File: src/hw/rtl/timestamp_text_to_ms_parser_macros.svh
// assertion macros for the timestamp text to milliseconds parser
`ifndef TIMESTAMP_TEXT_TO_MS_PARSER_MACROS_SVH
`define TIMESTAMP_TEXT_TO_MS_PARSER_MACROS_SVH

`ifndef NO_ASSERTIONS

// same-cycle implication, sampled on clk, off during rst
`define TSMS_ASSERT_IMP(name, ante, cons) \
  name: assert property (@(posedge clk) disable iff (rst) (ante) |-> (cons)) \
    else $error("tsms assertion failed");

// next-cycle implication, sampled on clk, off during rst
`define TSMS_ASSERT_NXT(name, ante, cons) \
  name: assert property (@(posedge clk) disable iff (rst) (ante) |=> (cons)) \
    else $error("tsms assertion failed");

`else

`define TSMS_ASSERT_IMP(name, ante, cons)
`define TSMS_ASSERT_NXT(name, ante, cons)

`endif

`endif

File: src/hw/rtl/tsms_pkg.sv
// types, constants and scan functions shared by the timestamp parser
`default_nettype none

package tsms_pkg;

  localparam int MAX_LEN = 4096;
  localparam int LEN_W = 12;
  localparam int FIELD_W = 16;
  localparam int FRAC_W = 20;
  localparam int PROD_H_W = 38;
  localparam int PROD_M_W = 32;
  localparam int PROD_S_W = 26;
  localparam int VALUE_W = 49;
  localparam int NUM_FIELDS = 4;

  localparam logic [LEN_W-1:0] LEN_CAP =
    LEN_W'(((MAX_LEN - 1) < 4095) ? (MAX_LEN - 1) : 4095);

  localparam logic [FIELD_W-1:0] FIELD_MAX = 16'hFFFF;
  localparam logic [FIELD_W-1:0] MAX_MIN_SEC = 16'd59;
  localparam logic [21:0] MS_PER_HOUR = 22'd3600000;
  localparam logic [15:0] MS_PER_MIN = 16'd60000;
  localparam logic [9:0] MS_PER_SEC = 10'd1000;

  localparam logic [7:0] CH_NUL = 8'h00;
  localparam logic [7:0] CH_SPACE = 8'h20;
  localparam logic [7:0] CH_TAB = 8'h09;
  localparam logic [7:0] CH_CR = 8'h0D;
  localparam logic [7:0] CH_PLUS = 8'h2B;
  localparam logic [7:0] CH_MINUS = 8'h2D;
  localparam logic [7:0] CH_COLON = 8'h3A;
  localparam logic [7:0] CH_DOT = 8'h2E;
  localparam logic [7:0] CH_COMMA = 8'h2C;
  localparam logic [7:0] CH_ZERO = 8'h30;
  localparam logic [7:0] CH_NINE = 8'h39;

  localparam logic [2:0] CNT_ONE = 3'd1;
  localparam logic [2:0] CNT_TWO = 3'd2;
  localparam logic [2:0] CNT_THREE = 3'd3;
  localparam logic [2:0] CNT_FOUR = 3'd4;

  typedef enum logic [2:0] {
    SCAN_LEAD,
    SCAN_START,
    SCAN_DIGITS,
    SCAN_AFTER,
    SCAN_DONE
  } scan_phase_t;

  typedef struct packed {
    logic [NUM_FIELDS-1:0][FIELD_W-1:0] fields;
    logic [2:0] idx;
    scan_phase_t phase;
    logic neg;
    logic [7:0] sep;
    logic [LEN_W-1:0] len;
  } scan_state_t;

  localparam scan_state_t SCAN_RESET = '{
    fields: '0,
    idx: 3'd0,
    phase: SCAN_LEAD,
    neg: 1'b0,
    sep: CH_NUL,
    len: '0
  };

  function automatic logic is_blank(logic [7:0] c);
    return c inside {CH_SPACE, [CH_TAB:CH_CR]};
  endfunction

  function automatic logic is_sep(logic [7:0] c);
    return c inside {CH_COLON, CH_MINUS, CH_DOT, CH_COMMA};
  endfunction

  function automatic logic is_dig(logic [7:0] c);
    return c inside {[CH_ZERO:CH_NINE]};
  endfunction

  function automatic logic [FRAC_W-1:0] times_ten(logic [FIELD_W-1:0] v);
    return {1'b0, v, 3'b000} + {3'b000, v, 1'b0};
  endfunction

  // one character step of the scanner
  function automatic scan_state_t scan_feed(scan_state_t s, logic [7:0] c,
                                            logic [LEN_W-1:0] pos);
    scan_state_t r;
    logic [1:0] slot;
    logic [FRAC_W-1:0] acc;
    logic do_expect;
    logic do_after;
    logic do_close;
    r = s;
    slot = s.idx[1:0];
    acc = times_ten(s.fields[slot]) + {16'b0, c[3:0]};
    do_expect = 1'b0;
    do_after = 1'b0;
    do_close = 1'b0;
    case (s.phase)
      SCAN_LEAD: begin
        if (!is_blank(c)) begin
          r.sep = c;
          r.neg = (c == CH_MINUS);
          r.phase = SCAN_START;
          do_expect = (c != CH_PLUS) && (c != CH_MINUS);
        end
      end
      SCAN_START: do_expect = 1'b1;
      SCAN_DIGITS: begin
        if (is_dig(c)) begin
          r.fields[slot] = (acc > FRAC_W'(FIELD_MAX)) ? FIELD_MAX : acc[FIELD_W-1:0];
          r.len = LEN_W'(pos + 12'd1);
        end else begin
          do_after = 1'b1;
        end
      end
      SCAN_AFTER: do_after = 1'b1;
      default: ;
    endcase
    if (do_expect) begin
      if (is_blank(c)) begin
        r.phase = SCAN_START;
      end else if (is_sep(c)) begin
        r.fields[slot] = '0;
        r.len = pos;
        do_close = 1'b1;
      end else if (is_dig(c)) begin
        r.fields[slot] = {12'b0, c[3:0]};
        r.len = LEN_W'(pos + 12'd1);
        r.phase = SCAN_DIGITS;
      end else begin
        r.phase = SCAN_DONE;
      end
    end
    if (do_after) begin
      if (is_blank(c)) begin
        r.phase = SCAN_AFTER;
      end else if (is_sep(c)) begin
        do_close = 1'b1;
      end else begin
        r.idx = 3'(s.idx + 3'd1);
        r.phase = SCAN_DONE;
      end
    end
    if (do_close) begin
      if (s.idx < CNT_THREE) begin
        r.sep = c;
      end
      r.idx = 3'(s.idx + 3'd1);
      r.phase = (r.idx >= CNT_FOUR) ? SCAN_DONE : SCAN_START;
    end
    return r;
  endfunction

endpackage

`default_nettype wire

File: src/hw/rtl/tsms_scan.sv
// character scanner: field values, separators, sign and length of one string
`default_nettype none
`include "timestamp_text_to_ms_parser_macros.svh"

module tsms_scan import tsms_pkg::*; (
  input  logic        clk,
  input  logic        rst,
  input  logic        take,
  input  logic [7:0]  ch,
  input  logic        last,
  output scan_state_t fin
);

  scan_state_t st;
  scan_state_t st_next;
  scan_state_t st_char;
  logic [LEN_W-1:0] pos;
  logic [LEN_W-1:0] pos_next;
  logic [LEN_W-1:0] pos_inc;

  // next state
  always_comb begin
    st_char = scan_feed(st, ch, pos);
    pos_inc = (pos < LEN_CAP) ? LEN_W'(pos + 12'd1) : pos;
    st_next = st;
    pos_next = pos;
    if (take) begin
      if (last) begin
        st_next = SCAN_RESET;
        pos_next = '0;
      end else begin
        st_next = st_char;
        pos_next = pos_inc;
      end
    end
  end

  // end of string closes the open number
  always_comb begin
    fin = scan_feed(st_char, CH_NUL, pos_inc);
  end

  always_ff @(posedge clk) begin
    if (rst) begin
      st <= SCAN_RESET;
      pos <= '0;
    end else begin
      st <= st_next;
      pos <= pos_next;
    end
  end

  `TSMS_ASSERT_NXT(a_clear_after_last, take && last, (st.phase == SCAN_LEAD) && (pos == '0) && (st.idx == '0))
  `TSMS_ASSERT_IMP(a_four_fields_done, st.idx == CNT_FOUR, st.phase == SCAN_DONE)
  `TSMS_ASSERT_NXT(a_pos_steps, take && !last && (pos != LEN_CAP), pos == LEN_W'($past(pos) + 12'd1))

endmodule

`default_nettype wire

File: config.mk
export PLATFORM = sky130hd
export DESIGN_NAME = tsms_scan
export DESIGN_NICKNAME = d
export VERILOG_FILES = /design/src/hw/rtl/tsms_pkg.sv /design/src/hw/rtl/tsms_scan.sv
export VERILOG_INCLUDE_DIRS = /design/src /design/src/hw/rtl
export SDC_FILE = /design/constraint.sdc
export NUM_CORES = 1
export LEC_CHECK = 0
export ABC_CLOCK_PERIOD_IN_PS = 12600
export BUFFER_PORTS_ARGS = -buffer_cell sky130_fd_sc_hd__buf_2
export CAP_MARGIN = 20
export CORE_ASPECT_RATIO = 0.5
export CORE_MARGIN = 8
export CORE_UTILIZATION = 45
export CTS_CLUSTER_SIZE = 10
export DETAILED_ROUTE_END_ITERATION = 8
export SKIP_LAST_GASP = 1
export SYNTH_ARGS = -nofsm -noshare
export SYNTH_HDL_FRONTEND = slang
export SYNTH_SLANG_ARGS = --single-unit
File: constraint.sdc
create_clock -name clk -period 12.6 [get_ports clk]
set_clock_uncertainty 0.05 [all_clocks]
set_input_delay 2.52 -clock clk [delete_from_list [all_inputs] [get_ports clk]]
set_output_delay 2.52 -clock clk [all_outputs]
set_load 0.01 [all_outputs]
Yosys cells after proc, flatten, opt, wreduce, memory -nomap -nowiden:

Cells that the tools add are included.

* flip-flop bits (word level): 103
* output and inout bits: 91
* logic and storage cells: 103

* add/subtract/negate cells: 5
* magnitude comparators: 10
* equality and inequality tests: 13
* mux-type cells: 51
* bitwise gates (word level): 2
* reduce and logical (&&, ||, !) cells: 12

Operator list (count)
* 64-bit 2-to-1 mux: 6
* 12-bit 2-to-1 mux: 11
* 64-bit bitwise mux: 2
* 91-bit 2-to-1 mux: 1
* 64-bit AND: 1
* 64-bit NOT: 1
* 16-bit 2-to-1 mux: 3
* 8-bit by 6-bit equality test with 1-bit output (second input constant): 5
* 16-bit binary-select mux with 2-bit select: 1
* 16-bit demux with 2-bit select: 1
* 3-bit 2-to-1 mux: 8
* 6-bit 2-to-1 mux: 4
* 19-bit by 17-bit adder with 20-bit output: 1
* 20-bit by 4-bit adder with 20-bit output: 1
* 20-bit by 16-bit > comparator with 1-bit output (second input constant): 1
* 8-bit 2-to-1 mux: 2
* 8-bit by 6-bit != test with 1-bit output (second input constant): 2
* 12-bit by 1-bit adder with 12-bit output (second input constant): 1
* 3-bit by 2-bit equality test with 1-bit output (second input constant): 4
* 12-bit less-than comparator (second input constant): 1
* 1-bit 2-to-1 mux: 10
* 8-bit by 4-bit >= comparator with 1-bit output (second input constant): 1
* 8-bit by 6-bit >= comparator with 1-bit output (second input constant): 1
* 8-bit by 4-bit <= comparator with 1-bit output (second input constant): 1
* 14 further kinds: 23

Longest topological paths before layout:

* depth in word-level cells: 17
* depth in mapped cells: 17
* depth with buffers taken out: 12

Least setup slack after synthesis:

OpenSTA, ideal clock, no wires.

* kind: input-to-output
* start point: input ch[3]
* end point: output fin[75] (netlist name)
* data arrival time: 5.842 ns
* setup slack: 4.188 ns
* stages: 13
* buffers on the path: 3
* cell sequence: fa_1 fa_1 a211oi_1 o211ai_2 nand3_1 o32ai_1 or4_1 buf_6 or3_1 buf_6 buf_6 o31ai_1 o21ai_0

RTL lines
* start: declaration: line tsms_scan.sv:9 `input logic [7:0] ch,`
* end: declaration: line tsms_scan.sv:11 `output scan_state_t fin`

==> flow_summary.yaml <==
clock_tree:
  cts_htree_levels: 3
  clkLatencyLatePin_ns: 0.36
  cts_root_buffer: "clkbuf_16"
  cts_tree: "done"
  numClockSinks: 103
  clockBufferDepth: 2
  cts_buffers: 9
  post-cts-setup-buffer-count: 0
  cts_hold_buf: 0
  cts_resized: 0
  clk_pin_slew_ns: 0.08
floorplanning:
  start_util: 0.460
  io_pins: 103
  num_rows: 33
  die_w_microns: 199
  dieArea_sq_mm: 0.0214
  coreArea_sq_mm: 0.0164
  die_h_microns: 108
power_and_ir_drop:
  p_leak_nw: 3.44
  power_mw: 0.719
  ir_drop_uv: 58.6
  power_density_mw_per_mm2: 84.8
sta:
  rsz0062_at_grt: "false"
  worst_slack_ns: 2.93
  holdWs_ns: 0.421
  slew_viol_final: 0
  final.setup.tns_ns: 0
  finalSetupViolations: 0
  post-route-period-util: 0.768
  relSlewSlack: 0.305
  max_freq_mhz: 103
  hold_violations: 0
  tightest_slew_ns: 1.03
  timing.final.crit_period_ns: 9.67
finish:
  layout_commonest_cell: "nor2_1"
  final_cells: 1235
  diodes: 0
  drive_gt1_frac: 0.172
  final_cell_mix: "nor2_1 (128), dfxtp_1 (103), buf_2 (102), nand2_1 (80), o21ai_0 (59)"
  layout.nets: 1054
  area_growth_pct: 12.4
  final_area_sq_mm: 0.00848
  finish.utilization: 0.517
synth:
  ys_dominant_reg_cell: "dfxtp_1"
  syn_area_sq_mm: 0.00754
  synth_edf_count: 0
  synthArstFlopShare: 0
  yosys_warnings: 0
  yosysSeqAreaShare: 0.273
  synth_cell_types: 71
  synth_seq_cells: 103
  synth_area_per_cell_sq_um: 7.94
  synth_nets: 1001
  synthCells: 950
placement:
  dpl.hpwl_microns: 18600
  dp_slack_ns: 3.01
  dp.cells: 1216
  place_area_sq_mm: 0.00814
  routabilityCongestion: 0.888
  port_buffers: 101
grt:
  grt_pass1_vias: 7234
  grt_overflow: 0
  grt_pass1_wl_microns: 39700
  grt_usage: 0.231
  grt_max_degree: 36
  antenna_found_initial: 0
outcome:
  outcome: "completed"
critical_path:
  reg2reg_setup_slack_ns: 6.58
  worst-setup-path-type: "input port to output pin"
  crit_fanout: 19
  cp.arrival_ns: 7.10
  cp-start-kind: "input port"
  cp.required_ns: 10.03
  cp-end-kind: "output pin"
hold_path:
  min_path_type: "flop to flop"
drt:
  drtAntennaViolNets: 0
  dr_total_vias: 7642
  first_iter_violations: 720
  wl_per_cell_microns: 20.5
  drc: 0
  firstDrtPassIters: 5
  drt-total-wl_microns: 25300
  viasPerCell: 6.19
flow_run:
  cap_violations: 0
-- logic make-up (layout without fill, tap and decap cells) --
logic type	Yosys count	after routing	synth area share
multiplexers	37	37	0.0760
XOR/XNOR	24	24	0.0279
adder cells (fa/ha/maj)	39	39	0.0667
buffers and inverters	99	157	0.0533
flip-flops	103	103	0.273
other	1	1	0.000497
AO/OA/AOI/OAI	325	325	0.304
AND/OR/NAND/NOR	322	322	0.198
-- sequential cells by signal (all words and copies together) (netlist names) --
register / flops
st: 91
pos: 12
-- power breakdown --
part	total (mW)	switching, mW	internal (mW)
combinational	0.0802	0.0550	0.0252
clock	0.308	0.149	0.159
sequential	0.330	0.00272	0.327
-- path summary, 6_finish.rpt --
| check | from | to | depth (start not counted) |
|---|---|---|---|
| hold reg to reg | st[15]$_SDFFE_PP0P_ | st[15]$_SDFFE_PP0P_ | 2 |
| setup / recovery | ch[2] | fin[52] | 13 |
| hold / removal | st[15]$_SDFFE_PP0P_ | st[15]$_SDFFE_PP0P_ | 2 |
| setup reg to reg | st[24]$_SDFFE_PP0P_ | st[84]$_SDFFE_PP0P_ | 12 |
-- cells in the mapped netlist (9+ instances only) --
master	n	area [sq um]
a211oi_1	55	413
mux2i_1	19	190
o2bb2ai_1	43	377
dfxtp_1	103	2060
ha_1	37	463
a21o_1	9	67.6
o21ai_0	59	295
xnor2_1	14	123
a22o_1	12	105
nand3_1	21	105
o32ai_1	13	114
inv_1	25	93.8
nor3_1	18	90.1
nand2_1	80	300
nor2_1	130	488
xor2_1	10	87.6
clkbuf_1	64	240
mux4_2	16	360
a21oi_1	57	285
and3_1	15	93.8
-- routing by layer --
metal / vias to the layer above / global-route usage / wire length [microns]
li1: 3656 / - / -
met1: 3626 / 0.317 / 11500
met4: 0 / 0.0579 / 439
met5: - / 0 / 0
met2: 317 / 0.370 / 11400
met3: 43 / 0.0415 / 1860
-- worst max-delay path, stage by stage --
cell	delay (ns)
buf_2	0.28
ha_1	0.29
ha_1	0.24
fa_1	0.45
a211oi_1	0.37
o211ai_2	0.14
nand3_1	0.16
o32ai_1	0.10
or4_1	0.72
or3_1	0.73
nor2_1	0.71
a211oi_1	0.17
buf_2	0.19
-- area by class of cell --
class	count	area [sq um]
multi-input combinational	748	5110
fill	1633	7910
tap	227	284
timing repair buffer	116	619
inverter	25	93.8
clock buffer	9	225
clock inverter	7	86.3
sequential	103	2060
Note: power is estimated with default switching activity, not from simulation.
